## config.mk

```make
export PLATFORM = sky130hd
export DESIGN_NAME = thread_slot_scheduler_flat
export DESIGN_NICKNAME = d
export VERILOG_FILES = /design/src/hdl/tss_pkg.sv /design/src/hdl/tss_if.sv /design/src/hdl/tss_cell.sv /design/src/hdl/tss_ctrl.sv /design/src/hdl/thread_slot_scheduler.sv /design/src/flat_wrapper.sv
export SDC_FILE = /design/constraint.sdc
export NUM_CORES = 1
export LEC_CHECK = 0
export BUFFER_PORTS_ARGS = -buffer_cell sky130_fd_sc_hd__buf_2
export CORE_ASPECT_RATIO = 1.1
export CORE_UTILIZATION = 63
export DETAILED_ROUTE_END_ITERATION = 12
export GPL_ROUTABILITY_DRIVEN = 0
export GPL_TIMING_DRIVEN = 1
export PLACE_DENSITY = 0.8
export SYNTH_ARGS = -nofsm -noshare
export SYNTH_HDL_FRONTEND = slang
export SYNTH_HIERARCHICAL = 1
export SYNTH_SLANG_ARGS = --single-unit
```

## constraint.sdc

```tcl
create_clock -name i_clk -period 2.9 [get_ports i_clk]
set_input_delay 0.29 -clock i_clk [delete_from_list [all_inputs] [get_ports i_clk]]
set_output_delay 0.29 -clock i_clk [all_outputs]
set_load 0.005 [all_outputs]
```

## src/hdl/tss_pkg.sv

```systemverilog
`timescale 1ns / 1ps
`default_nettype none

package tss_pkg;

    localparam int NUM_SLOTS = 16;
    localparam int SLOT_W    = 4;
    localparam int CMD_W     = 2;
    localparam int STATUS_W  = 2;

    localparam logic [SLOT_W-1:0] LAST_SLOT = SLOT_W'(NUM_SLOTS - 1);

    typedef enum logic [1:0] {
        SLOT_FREE  = 2'd0,
        SLOT_RUN   = 2'd1,
        SLOT_READY = 2'd2,
        SLOT_WAIT  = 2'd3
    } t_slot_state;

    typedef enum logic [CMD_W-1:0] {
        CMD_CREATE = 2'd0,
        CMD_YIELD  = 2'd1,
        CMD_JOIN   = 2'd2,
        CMD_EXIT   = 2'd3
    } t_cmd;

    typedef enum logic [STATUS_W-1:0] {
        RES_OK      = 2'd0,
        RES_REJECT  = 2'd1,
        RES_BLOCKED = 2'd2,
        RES_HALTED  = 2'd3
    } t_res;

    typedef enum logic [1:0] {
        CTRL_IDLE,
        CTRL_GATHER,
        CTRL_APPLY,
        CTRL_FLUSH
    } t_ctrl_state;

    typedef struct packed {
        t_slot_state       state;
        logic [SLOT_W-1:0] parent;
        logic [SLOT_W-1:0] awaited;
    } t_entry;

    // Slot zero comes out of reset running, every other slot free.
    function automatic t_entry entry_init(input logic [SLOT_W-1:0] idx);
        t_entry e;
        e.state   = (idx == '0) ? SLOT_RUN : SLOT_FREE;
        e.parent  = '0;
        e.awaited = '0;
        return e;
    endfunction

endpackage

`default_nettype wire

```

## src/hdl/tss_if.sv

```systemverilog
`timescale 1ns / 1ps
`default_nettype none

interface tss_cmd_if;
    logic                          valid;
    logic                          ready;
    logic [tss_pkg::CMD_W-1:0]     command;
    logic [tss_pkg::SLOT_W-1:0]    target_slot;

    modport source (output valid, output command, output target_slot, input ready);
    modport sink   (input valid, input command, input target_slot, output ready);
endinterface

interface tss_res_if;
    logic                          valid;
    logic                          ready;
    logic [tss_pkg::STATUS_W-1:0]  status;
    logic [tss_pkg::SLOT_W-1:0]    new_slot;
    logic [tss_pkg::SLOT_W-1:0]    running_slot;
    logic                          switched;

    modport source (output valid, output status, output new_slot, output running_slot,
                    output switched, input ready);
    modport sink   (input valid, input status, input new_slot, input running_slot,
                    input switched, output ready);
endinterface

`default_nettype wire

```

## src/hdl/tss_cell.sv

```systemverilog
`timescale 1ns / 1ps
`default_nettype none

module tss_cell (
    input  wire              i_clk,
    input  wire              i_rst_n,
    input  wire              i_shift,
    input  tss_pkg::t_entry  i_init,
    input  tss_pkg::t_entry  i_next,
    output tss_pkg::t_entry  o_entry
);

    tss_pkg::t_entry r_entry;

    always_ff @(posedge i_clk) begin
        if (!i_rst_n) begin
            r_entry <= i_init;
        end else if (i_shift) begin
            r_entry <= i_next;
        end
    end

    assign o_entry = r_entry;

endmodule

`default_nettype wire

```

## src/hdl/tss_ctrl.sv

```systemverilog
`timescale 1ns / 1ps
`default_nettype none

module tss_ctrl (
    input  wire              i_clk,
    input  wire              i_rst_n,
    tss_cmd_if.sink          i_cmd,
    tss_res_if.source        o_res,
    input  tss_pkg::t_entry  i_head,
    output tss_pkg::t_entry  o_tail,
    output logic             o_shift
);

    localparam int SW = tss_pkg::SLOT_W;

    tss_pkg::t_ctrl_state r_state, n_state;

    logic [SW-1:0]          r_idx;
    tss_pkg::t_cmd          r_cmd;
    logic [SW-1:0]          r_tgt;
    logic [SW-1:0]          r_cur;
    logic                   r_halted;

    // Facts collected over the gather pass
    logic                   r_free_found;
    logic [SW-1:0]          r_free_idx;
    tss_pkg::t_slot_state   r_here_st;
    logic [SW-1:0]          r_tgt_parent;
    tss_pkg::t_slot_state   r_tgt_st;
    logic                   r_cand_found;
    logic [SW-1:0]          r_cand_idx;

    // Result waiting for the output register
    tss_pkg::t_res          r_pend_status;
    logic [SW-1:0]          r_pend_new;
    logic [SW-1:0]          r_pend_run;
    logic                   r_pend_sw;

    logic                   r_out_valid;
    tss_pkg::t_res          r_out_status;
    logic [SW-1:0]          r_out_new;
    logic [SW-1:0]          r_out_run;
    logic                   r_out_sw;

    logic                   cmd_beat;
    logic                   last_idx;
    logic                   out_free;
    logic                   join_reject;
    logic                   join_block;
    logic                   pick_en;
    tss_pkg::t_slot_state   here_mod;
    tss_pkg::t_slot_state   here_final;
    logic                   halt_now;
    logic [SW-1:0]          next_cur;
    tss_pkg::t_res          res_status;
    logic [SW-1:0]          res_new;
    logic                   res_sw;
    logic                   head_wakes;
    logic                   head_cand;

    assign cmd_beat = i_cmd.valid && i_cmd.ready;
    assign last_idx = (r_idx == tss_pkg::LAST_SLOT);
    assign out_free = !r_out_valid || o_res.ready;

    // Decisions follow from the gathered facts alone
    always_comb begin
        join_reject = ({1'b0, r_tgt} >= (SW + 1)'(tss_pkg::NUM_SLOTS))
                      || (r_tgt == r_cur) || (r_tgt_parent != r_cur);
        join_block  = !join_reject && (r_tgt_st != tss_pkg::SLOT_FREE);

        unique case (r_cmd)
            tss_pkg::CMD_CREATE: begin
                pick_en  = 1'b0;
                here_mod = r_here_st;
            end
            tss_pkg::CMD_YIELD: begin
                pick_en  = 1'b1;
                here_mod = (r_here_st == tss_pkg::SLOT_RUN) ? tss_pkg::SLOT_READY : r_here_st;
            end
            tss_pkg::CMD_JOIN: begin
                pick_en  = join_block;
                here_mod = join_block ? tss_pkg::SLOT_WAIT : r_here_st;
            end
            tss_pkg::CMD_EXIT: begin
                pick_en  = 1'b1;
                here_mod = tss_pkg::SLOT_FREE;
            end
            default: begin
                pick_en  = 1'b0;
                here_mod = r_here_st;
            end
        endcase

        priority if (r_cand_found) begin
            here_final = (here_mod == tss_pkg::SLOT_RUN) ? tss_pkg::SLOT_READY : here_mod;
        end else if (here_mod == tss_pkg::SLOT_READY) begin
            here_final = tss_pkg::SLOT_RUN;
        end else begin
            here_final = here_mod;
        end

        halt_now = pick_en && !r_cand_found && (here_mod != tss_pkg::SLOT_READY);
        res_sw   = pick_en && r_cand_found;
        next_cur = res_sw ? r_cand_idx : r_cur;
        res_new  = ((r_cmd == tss_pkg::CMD_CREATE) && r_free_found) ? r_free_idx : '0;

        priority if ((r_cmd == tss_pkg::CMD_CREATE) && !r_free_found) begin
            res_status = tss_pkg::RES_REJECT;
        end else if ((r_cmd == tss_pkg::CMD_JOIN) && join_reject) begin
            res_status = tss_pkg::RES_REJECT;
        end else if (halt_now) begin
            res_status = tss_pkg::RES_HALTED;
        end else if ((r_cmd == tss_pkg::CMD_JOIN) && join_block) begin
            res_status = tss_pkg::RES_BLOCKED;
        end else begin
            res_status = tss_pkg::RES_OK;
        end
    end

    // A waiter on the exiting slot is runnable again
    assign head_wakes = (r_cmd == tss_pkg::CMD_EXIT) && (r_idx != r_cur)
                        && (i_head.state == tss_pkg::SLOT_WAIT) && (i_head.awaited == r_cur);
    assign head_cand  = (r_idx != r_cur)
                        && ((i_head.state == tss_pkg::SLOT_READY) || head_wakes);

    // Write-back of the slot passing the head on the apply pass
    always_comb begin
        o_tail = i_head;
        if (r_state == tss_pkg::CTRL_APPLY) begin
            if ((r_cmd == tss_pkg::CMD_CREATE) && r_free_found && (r_idx == r_free_idx)) begin
                o_tail.state  = tss_pkg::SLOT_READY;
                o_tail.parent = r_cur;
            end
            if (head_wakes) begin
                o_tail.state = tss_pkg::SLOT_READY;
            end
            if (pick_en && (r_idx == r_cur)) begin
                o_tail.state = here_final;
                if (r_cmd == tss_pkg::CMD_JOIN) begin
                    o_tail.awaited = r_tgt;
                end
            end
            if (res_sw && (r_idx == r_cand_idx)) begin
                o_tail.state = tss_pkg::SLOT_RUN;
            end
        end
    end

    always_ff @(posedge i_clk) begin
        if (!i_rst_n) begin
            r_state <= tss_pkg::CTRL_IDLE;
        end else begin
            r_state <= n_state;
        end
    end

    always_comb begin
        n_state     = r_state;
        o_shift     = 1'b0;
        i_cmd.ready = 1'b0;
        unique case (r_state)
            tss_pkg::CTRL_IDLE: begin
                i_cmd.ready = 1'b1;
                if (i_cmd.valid) begin
                    n_state = r_halted ? tss_pkg::CTRL_FLUSH : tss_pkg::CTRL_GATHER;
                end
            end
            tss_pkg::CTRL_GATHER: begin
                o_shift = 1'b1;
                if (last_idx) begin
                    n_state = tss_pkg::CTRL_APPLY;
                end
            end
            tss_pkg::CTRL_APPLY: begin
                o_shift = 1'b1;
                if (last_idx) begin
                    n_state = tss_pkg::CTRL_FLUSH;
                end
            end
            tss_pkg::CTRL_FLUSH: begin
                if (out_free) begin
                    n_state = tss_pkg::CTRL_IDLE;
                end
            end
            default: n_state = tss_pkg::CTRL_IDLE;
        endcase
    end

    // Control registers
    always_ff @(posedge i_clk) begin
        if (!i_rst_n) begin
            r_idx       <= '0;
            r_cur       <= '0;
            r_halted    <= 1'b0;
            r_out_valid <= 1'b0;
        end else begin
            if (o_shift) begin
                r_idx <= last_idx ? '0 : r_idx + 1'b1;
            end
            if ((r_state == tss_pkg::CTRL_APPLY) && last_idx) begin
                r_cur    <= next_cur;
                r_halted <= halt_now;
            end
            if ((r_state == tss_pkg::CTRL_FLUSH) && out_free) begin
                r_out_valid <= 1'b1;
            end else if (o_res.ready) begin
                r_out_valid <= 1'b0;
            end
        end
    end

    // Payload registers
    always_ff @(posedge i_clk) begin
        if (cmd_beat) begin
            r_cmd         <= tss_pkg::t_cmd'(i_cmd.command);
            r_tgt         <= i_cmd.target_slot;
            r_free_found  <= 1'b0;
            r_cand_found  <= 1'b0;
            r_free_idx    <= '0;
            r_cand_idx    <= '0;
            r_here_st     <= tss_pkg::SLOT_FREE;
            r_tgt_parent  <= '0;
            r_tgt_st      <= tss_pkg::SLOT_FREE;
            r_pend_status <= tss_pkg::RES_HALTED;
            r_pend_new    <= '0;
            r_pend_run    <= r_cur;
            r_pend_sw     <= 1'b0;
        end
        if (r_state == tss_pkg::CTRL_GATHER) begin
            if (!r_free_found && (i_head.state == tss_pkg::SLOT_FREE)) begin
                r_free_found <= 1'b1;
                r_free_idx   <= r_idx;
            end
            if (r_idx == r_cur) begin
                r_here_st <= i_head.state;
            end
            if (r_idx == r_tgt) begin
                r_tgt_parent <= i_head.parent;
                r_tgt_st     <= i_head.state;
            end
            if (!r_cand_found && head_cand) begin
                r_cand_found <= 1'b1;
                r_cand_idx   <= r_idx;
            end
        end
        if ((r_state == tss_pkg::CTRL_APPLY) && last_idx) begin
            r_pend_status <= res_status;
            r_pend_new    <= res_new;
            r_pend_run    <= next_cur;
            r_pend_sw     <= res_sw;
        end
        if ((r_state == tss_pkg::CTRL_FLUSH) && out_free) begin
            r_out_status <= r_pend_status;
            r_out_new    <= r_pend_new;
            r_out_run    <= r_pend_run;
            r_out_sw     <= r_pend_sw;
        end
    end

    assign o_res.valid        = r_out_valid;
    assign o_res.status       = r_out_status;
    assign o_res.new_slot     = r_out_new;
    assign o_res.running_slot = r_out_run;
    assign o_res.switched     = r_out_sw;

endmodule

`default_nettype wire

```

## src/hdl/thread_slot_scheduler.sv

```systemverilog
`timescale 1ns / 1ps
`default_nettype none
// Thread slot table with a first-runnable scheduler.
// i_cmd carries one command per beat (create, yield, join target_slot, exit);
// o_res returns exactly one result beat per command: status, new_slot,
// running_slot and switched.
// The slot table lives in a ring of NUM_SLOTS cells that rotates one place a
// cycle while a command runs; the controller sees each slot as it passes
// the head. A command takes two full turns of the ring: a gather turn that
// finds the free slot, the target and the next runnable slot, and an apply
// turn that writes the new states back. The result is registered after the
// apply turn, and i_cmd is ready again in the same cycle that the result
// turns valid; no new command is taken while one is still in the ring.
// Once halted the ring stays still: each command goes from idle straight to
// the flush state, which loads its result, with no gather or apply turn.
// Reset: slot 0 running, all other slots free, not halted, no result pending.
// A stalled result is held in the output register; a finished command waits
// for it to drain before its own result loads, and i_cmd is not ready
// until then.
module thread_slot_scheduler (
    input  wire        i_clk,
    input  wire        i_rst_n,
    tss_cmd_if.sink    i_cmd,
    tss_res_if.source  o_res
);

    localparam int N = tss_pkg::NUM_SLOTS;

    tss_pkg::t_entry w_entry [N];
    tss_pkg::t_entry w_tail;
    logic            w_shift;

    tss_ctrl u_ctrl (
        .i_clk   (i_clk),
        .i_rst_n (i_rst_n),
        .i_cmd   (i_cmd),
        .o_res   (o_res),
        .i_head  (w_entry[0]),
        .o_tail  (w_tail),
        .o_shift (w_shift)
    );

    for (genvar i = 0; i < N; i++) begin : g_cell
        tss_pkg::t_entry w_next;
        if (i == N - 1) begin : g_last
            assign w_next = w_tail;
        end else begin : g_mid
            assign w_next = w_entry[i + 1];
        end
        tss_cell u_cell (
            .i_clk   (i_clk),
            .i_rst_n (i_rst_n),
            .i_shift (w_shift),
            .i_init  (tss_pkg::entry_init(tss_pkg::SLOT_W'(i))),
            .i_next  (w_next),
            .o_entry (w_entry[i])
        );
    end

endmodule

`default_nettype wire

```

## src/flat_wrapper.sv

```systemverilog
// flat-port wrapper written by rule: the top's interface ports become plain ports
module thread_slot_scheduler_flat 
  (i_clk, i_rst_n, i_cmd_valid, i_cmd_command, i_cmd_target_slot, i_cmd_ready, o_res_valid, o_res_status, o_res_new_slot, o_res_running_slot, o_res_switched, o_res_ready);
  tss_cmd_if i_cmd_i ();
  tss_res_if o_res_i ();
  input  wire i_clk;
  input  wire i_rst_n;
  input wire logic [$bits(i_cmd_i.valid)-1:0] i_cmd_valid;
  input wire logic [$bits(i_cmd_i.command)-1:0] i_cmd_command;
  input wire logic [$bits(i_cmd_i.target_slot)-1:0] i_cmd_target_slot;
  output wire logic [$bits(i_cmd_i.ready)-1:0] i_cmd_ready;
  output wire logic [$bits(o_res_i.valid)-1:0] o_res_valid;
  output wire logic [$bits(o_res_i.status)-1:0] o_res_status;
  output wire logic [$bits(o_res_i.new_slot)-1:0] o_res_new_slot;
  output wire logic [$bits(o_res_i.running_slot)-1:0] o_res_running_slot;
  output wire logic [$bits(o_res_i.switched)-1:0] o_res_switched;
  input wire logic [$bits(o_res_i.ready)-1:0] o_res_ready;
  assign i_cmd_i.valid = i_cmd_valid;
  assign i_cmd_i.command = i_cmd_command;
  assign i_cmd_i.target_slot = i_cmd_target_slot;
  assign i_cmd_ready = i_cmd_i.ready;
  assign o_res_valid = o_res_i.valid;
  assign o_res_status = o_res_i.status;
  assign o_res_new_slot = o_res_i.new_slot;
  assign o_res_running_slot = o_res_i.running_slot;
  assign o_res_switched = o_res_i.switched;
  assign o_res_i.ready = o_res_ready;
  thread_slot_scheduler u_core (.i_clk(i_clk), .i_rst_n(i_rst_n), .i_cmd(i_cmd_i), .o_res(o_res_i));
endmodule
```

==> flow_metrics.tcl <==
set metrics [dict create \
    finalSetupViolations 0 \
    viasPerCell 5.18 \
    cts_tree "done" \
    min_to "u_core/u_ctrl/o_res.valid" \
    r2r_cells 6 \
    cts-root-buf "clkbuf_16" \
    initial_utilization_pct 64.9 \
    regArea_sq_um 6250 \
    whs_ns 0.112 \
    timing.rr.start "u_core/u_ctrl/r_idx[3]" \
    drc 0 \
    syn-cell-area_sq_um 10300 \
    arrival_ns 3.05 \
    r2r-end "u_core/g_cell[15].u_cell/o_entry[3]" \
    ys_types 52 \
    ys_top_cells_by_area "edfxtp_1 (55%), mux2_4 (21%), dfxtp_1 (5.8%)" \
    required_ns 3.15 \
    synth_area_per_cell_sq_um 16.2 \
    maxSlewHeadroom_pct 29.2 \
    drive_gt1_share_pct 26.2 \
    fin_nets 840 \
    synth_edf_count 188 \
    grt_pass1_vias 5550 \
    first_pass_iters 7 \
    multiInputGateArea_sq_um 4310 \
    cts_resized 0 \
    hp-class "input port to flop" \
    period_needed_ns 2.80 \
    core_area_sq_um 15900 \
    worstMarginPinSlew_ns 1.06 \
    drtIter0Drc 395 \
    htreeDepth 1 \
    via_count 5397 \
    wire_per_inst_um 17.1 \
    fp.dieW_um 124 \
    start_kind "flop" \
    n_fill_cell 954 \
    power_density_nw_per_um2 853 \
    timing.fmax_mhz 357 \
    synth_top_flop_cell "edfxtp_1" \
    rsz0062_at_grt "no" \
    postRouteWirelength_um 17800 \
    clockBufferDepth 3 \
    async_flop_share_pct 0 \
    path_max_fanout 10 \
    slew_viol_final 0 \
    grt_pass1_wl_um 28300 \
    ios 23 \
    critPathCaptureType "flop" \
    clock-sinks 218 \
    die_area_sq_um 16900 \
    fin_crit_sh_pct 96.7 \
    io_buffers 22 \
    clock_latency_ns 0.49 \
    die_h_um 136 \
    cts.clk_slew.worst_paths_ns 0.06 \
    hold_depth 4 \
    yosysWarnings 6 \
    synth_seq_cells 218 \
    rows 48 \
    grt_start_max_net_pins 74 \
    ant_nets 0 \
    layout_setup_ws_ns 0.0958 \
    synthToLayoutAreaGrowth_pct 15.1 \
    fin_tns_setup_ns 0 \
    vdd_drop_max_mv 0.548 \
    antenna_found_initial 0 \
    seq_area_frac_synth_pct 60.7 \
    status "complete, no violations" \
    finalClockSkew_ns 0.0102 \
    leakage_nw 5.01 \
    max_cap_violations 0 \
    reg2reg_slack_ns 0.1 \
    worst_hold_startpoint "o_res_ready" \
    synth_top_area_cell "edfxtp_1" \
    overflow 0 \
    hold_viol 0 \
    cts_buffers 22 \
    synthCells 634 \
    diodes 0 \
    dpl_worst_slack_ns 0.189 \
    path_class "flop to flop" \
    synth_top_area_share_pct 54.9 \
    grt_usage_pct 22.3 \
    dpl.hpwl_um 12000 \
]
-- worst max-delay path, stage by stage, from the launching register on --
cell and delay [ns]:
dfxtp_1 0.61, xor2_2 0.13, nor4_2 0.62, nand3_1 0.18, nor3_2 0.38, mux2_1 0.38
mux2_4 0.26
-- flip-flops by register name (all words and copies together), names as in the netlist, 2 cells and up --
register / flops
u_core/g_cell.u_cell/o_entry: 160
u_core/u_ctrl/o_res.new_slot: 4
u_core/u_ctrl/o_res.running_slot: 4
u_core/u_ctrl/r_cand_idx: 4
u_core/u_ctrl/r_cur: 4
u_core/u_ctrl/r_free_idx: 4
u_core/u_ctrl/r_idx: 4
u_core/u_ctrl/r_pend_new: 4
u_core/u_ctrl/r_pend_run: 4
u_core/u_ctrl/r_tgt: 4
u_core/u_ctrl/r_tgt_parent: 4
u_core/u_ctrl/o_res.status: 2
u_core/u_ctrl/r_cmd: 2
u_core/u_ctrl/r_here_st: 2
u_core/u_ctrl/r_pend_status: 2
u_core/u_ctrl/r_state: 2
u_core/u_ctrl/r_tgt_st: 2
-- stage by stage --
stage	std cells	utilization (%)	instance area [sq um]	power, mW
final	1041	74.7	11800	10.1
after global routing	1041	74.7	11800	10.5
after CTS	1041	74.7	11800	10.1
after detailed placement	995	70.0	11100	7.42
after global placement	995	70.0	11100	7.30
after floorplan	792	-	10900	6.78
-- what timing repair did --
item | 4_1_cts | 5_1_grt
hold buffers | 6 | 0
setup buffers | 0 | 0
hold endpoints to repair | 6 | 0
-- placed cells by master, fill, tap and decap left out, types with 7 or more instances in the layout --
| master | n |
|---|---|
| a21oi_1 | 12 |
| buf_4 | 13 |
| mux2_1 | 24 |
| nand3_1 | 8 |
| nand2b_1 | 16 |
| nand2_1 | 45 |
| nor2_1 | 11 |
| mux2_4 | 144 |
| clkbuf_16 | 23 |
| nand4_1 | 7 |
| inv_1 | 14 |
| o21ai_0 | 10 |
| dfxtp_1 | 30 |
| xnor2_1 | 11 |
| buf_2 | 21 |
| xor2_1 | 17 |
| conb_1 | 160 |
| edfxtp_1 | 188 |
-- power by group --
| part | internal [mW] | total, mW | switching, mW | leakage, nW |
|---|---|---|---|---|
| clock network | 1.56 | 2.67 | 1.11 | 0.335 |
| registers | 4.81 | 5.30 | 0.490 | 2.11 |
| logic | 1.07 | 2.14 | 1.07 | 2.57 |
-- Yosys cell counts (5+ instances only) --
library cell  count
a21oi_1          12
buf_6            18
clkbuf_1         12
dfxtp_1          30
edfxtp_1        188
ha_1              5
inv_1            14
mux2_1           24
mux2_4          144
mux2i_1           5
nand2_1          45
nand2b_1         16
nand3_1           8
nand4_1           7
nor2_1           11
o21ai_0          10
o31ai_1           5
xnor2_1          11
xor2_1           17
-- final cells by class --
class                   instances  area share, %
flip-flops and latches        218           52.7
multi-input cells             526           36.4
clock buffers                  28           5.10
repair buffers                 42           2.51
well taps                     200           2.11
clock inverters                12          0.676
inverters                      15          0.475
-- cell families (layout without fill, tap and decap cells) --
group / Yosys count / after routing / synth area share (%)
flops: 218 / 218 / 60.7
mux: 174 / 174 / 24.2
simple gates: 111 / 111 / 5.64
buf+inv: 48 / 97 / 3.21
compound gates: 44 / 44 / 2.66
xor+xnor: 30 / 30 / 2.70
fa+ha+maj: 7 / 7 / 0.802
other cells: 2 / 160 / 0.0730
-- worst max path at each step --
stage                           startpoint                             endpoint  slack [ns]  depth (start not counted)
floorplan           u_core/u_ctrl/r_cur[2]  u_core/g_cell[15].u_cell/o_entry[8]        0.27                          7
global placement    u_core/u_ctrl/r_cur[2]  u_core/g_cell[15].u_cell/o_entry[8]        0.24                          6
detailed placement  u_core/u_ctrl/r_idx[3]  u_core/g_cell[15].u_cell/o_entry[3]        0.19                          6
CTS                 u_core/u_ctrl/r_idx[3]  u_core/g_cell[15].u_cell/o_entry[3]        0.16                          6
global route        u_core/u_ctrl/r_idx[3]  u_core/g_cell[15].u_cell/o_entry[1]        0.03                          6
finish              u_core/u_ctrl/r_idx[3]  u_core/g_cell[15].u_cell/o_entry[3]         0.1                          6
-- per-layer routing --
metal	global-route usage (%)	share of wire, %	vias up
li1	-	-	2584
met2	39.1	51	154
met1	27.8	41	2617
met5	0	0	-
met4	6.36	2.3	0
met3	4.24	5.2	42
No activity file was read; power rests on OpenSTA's default activity.
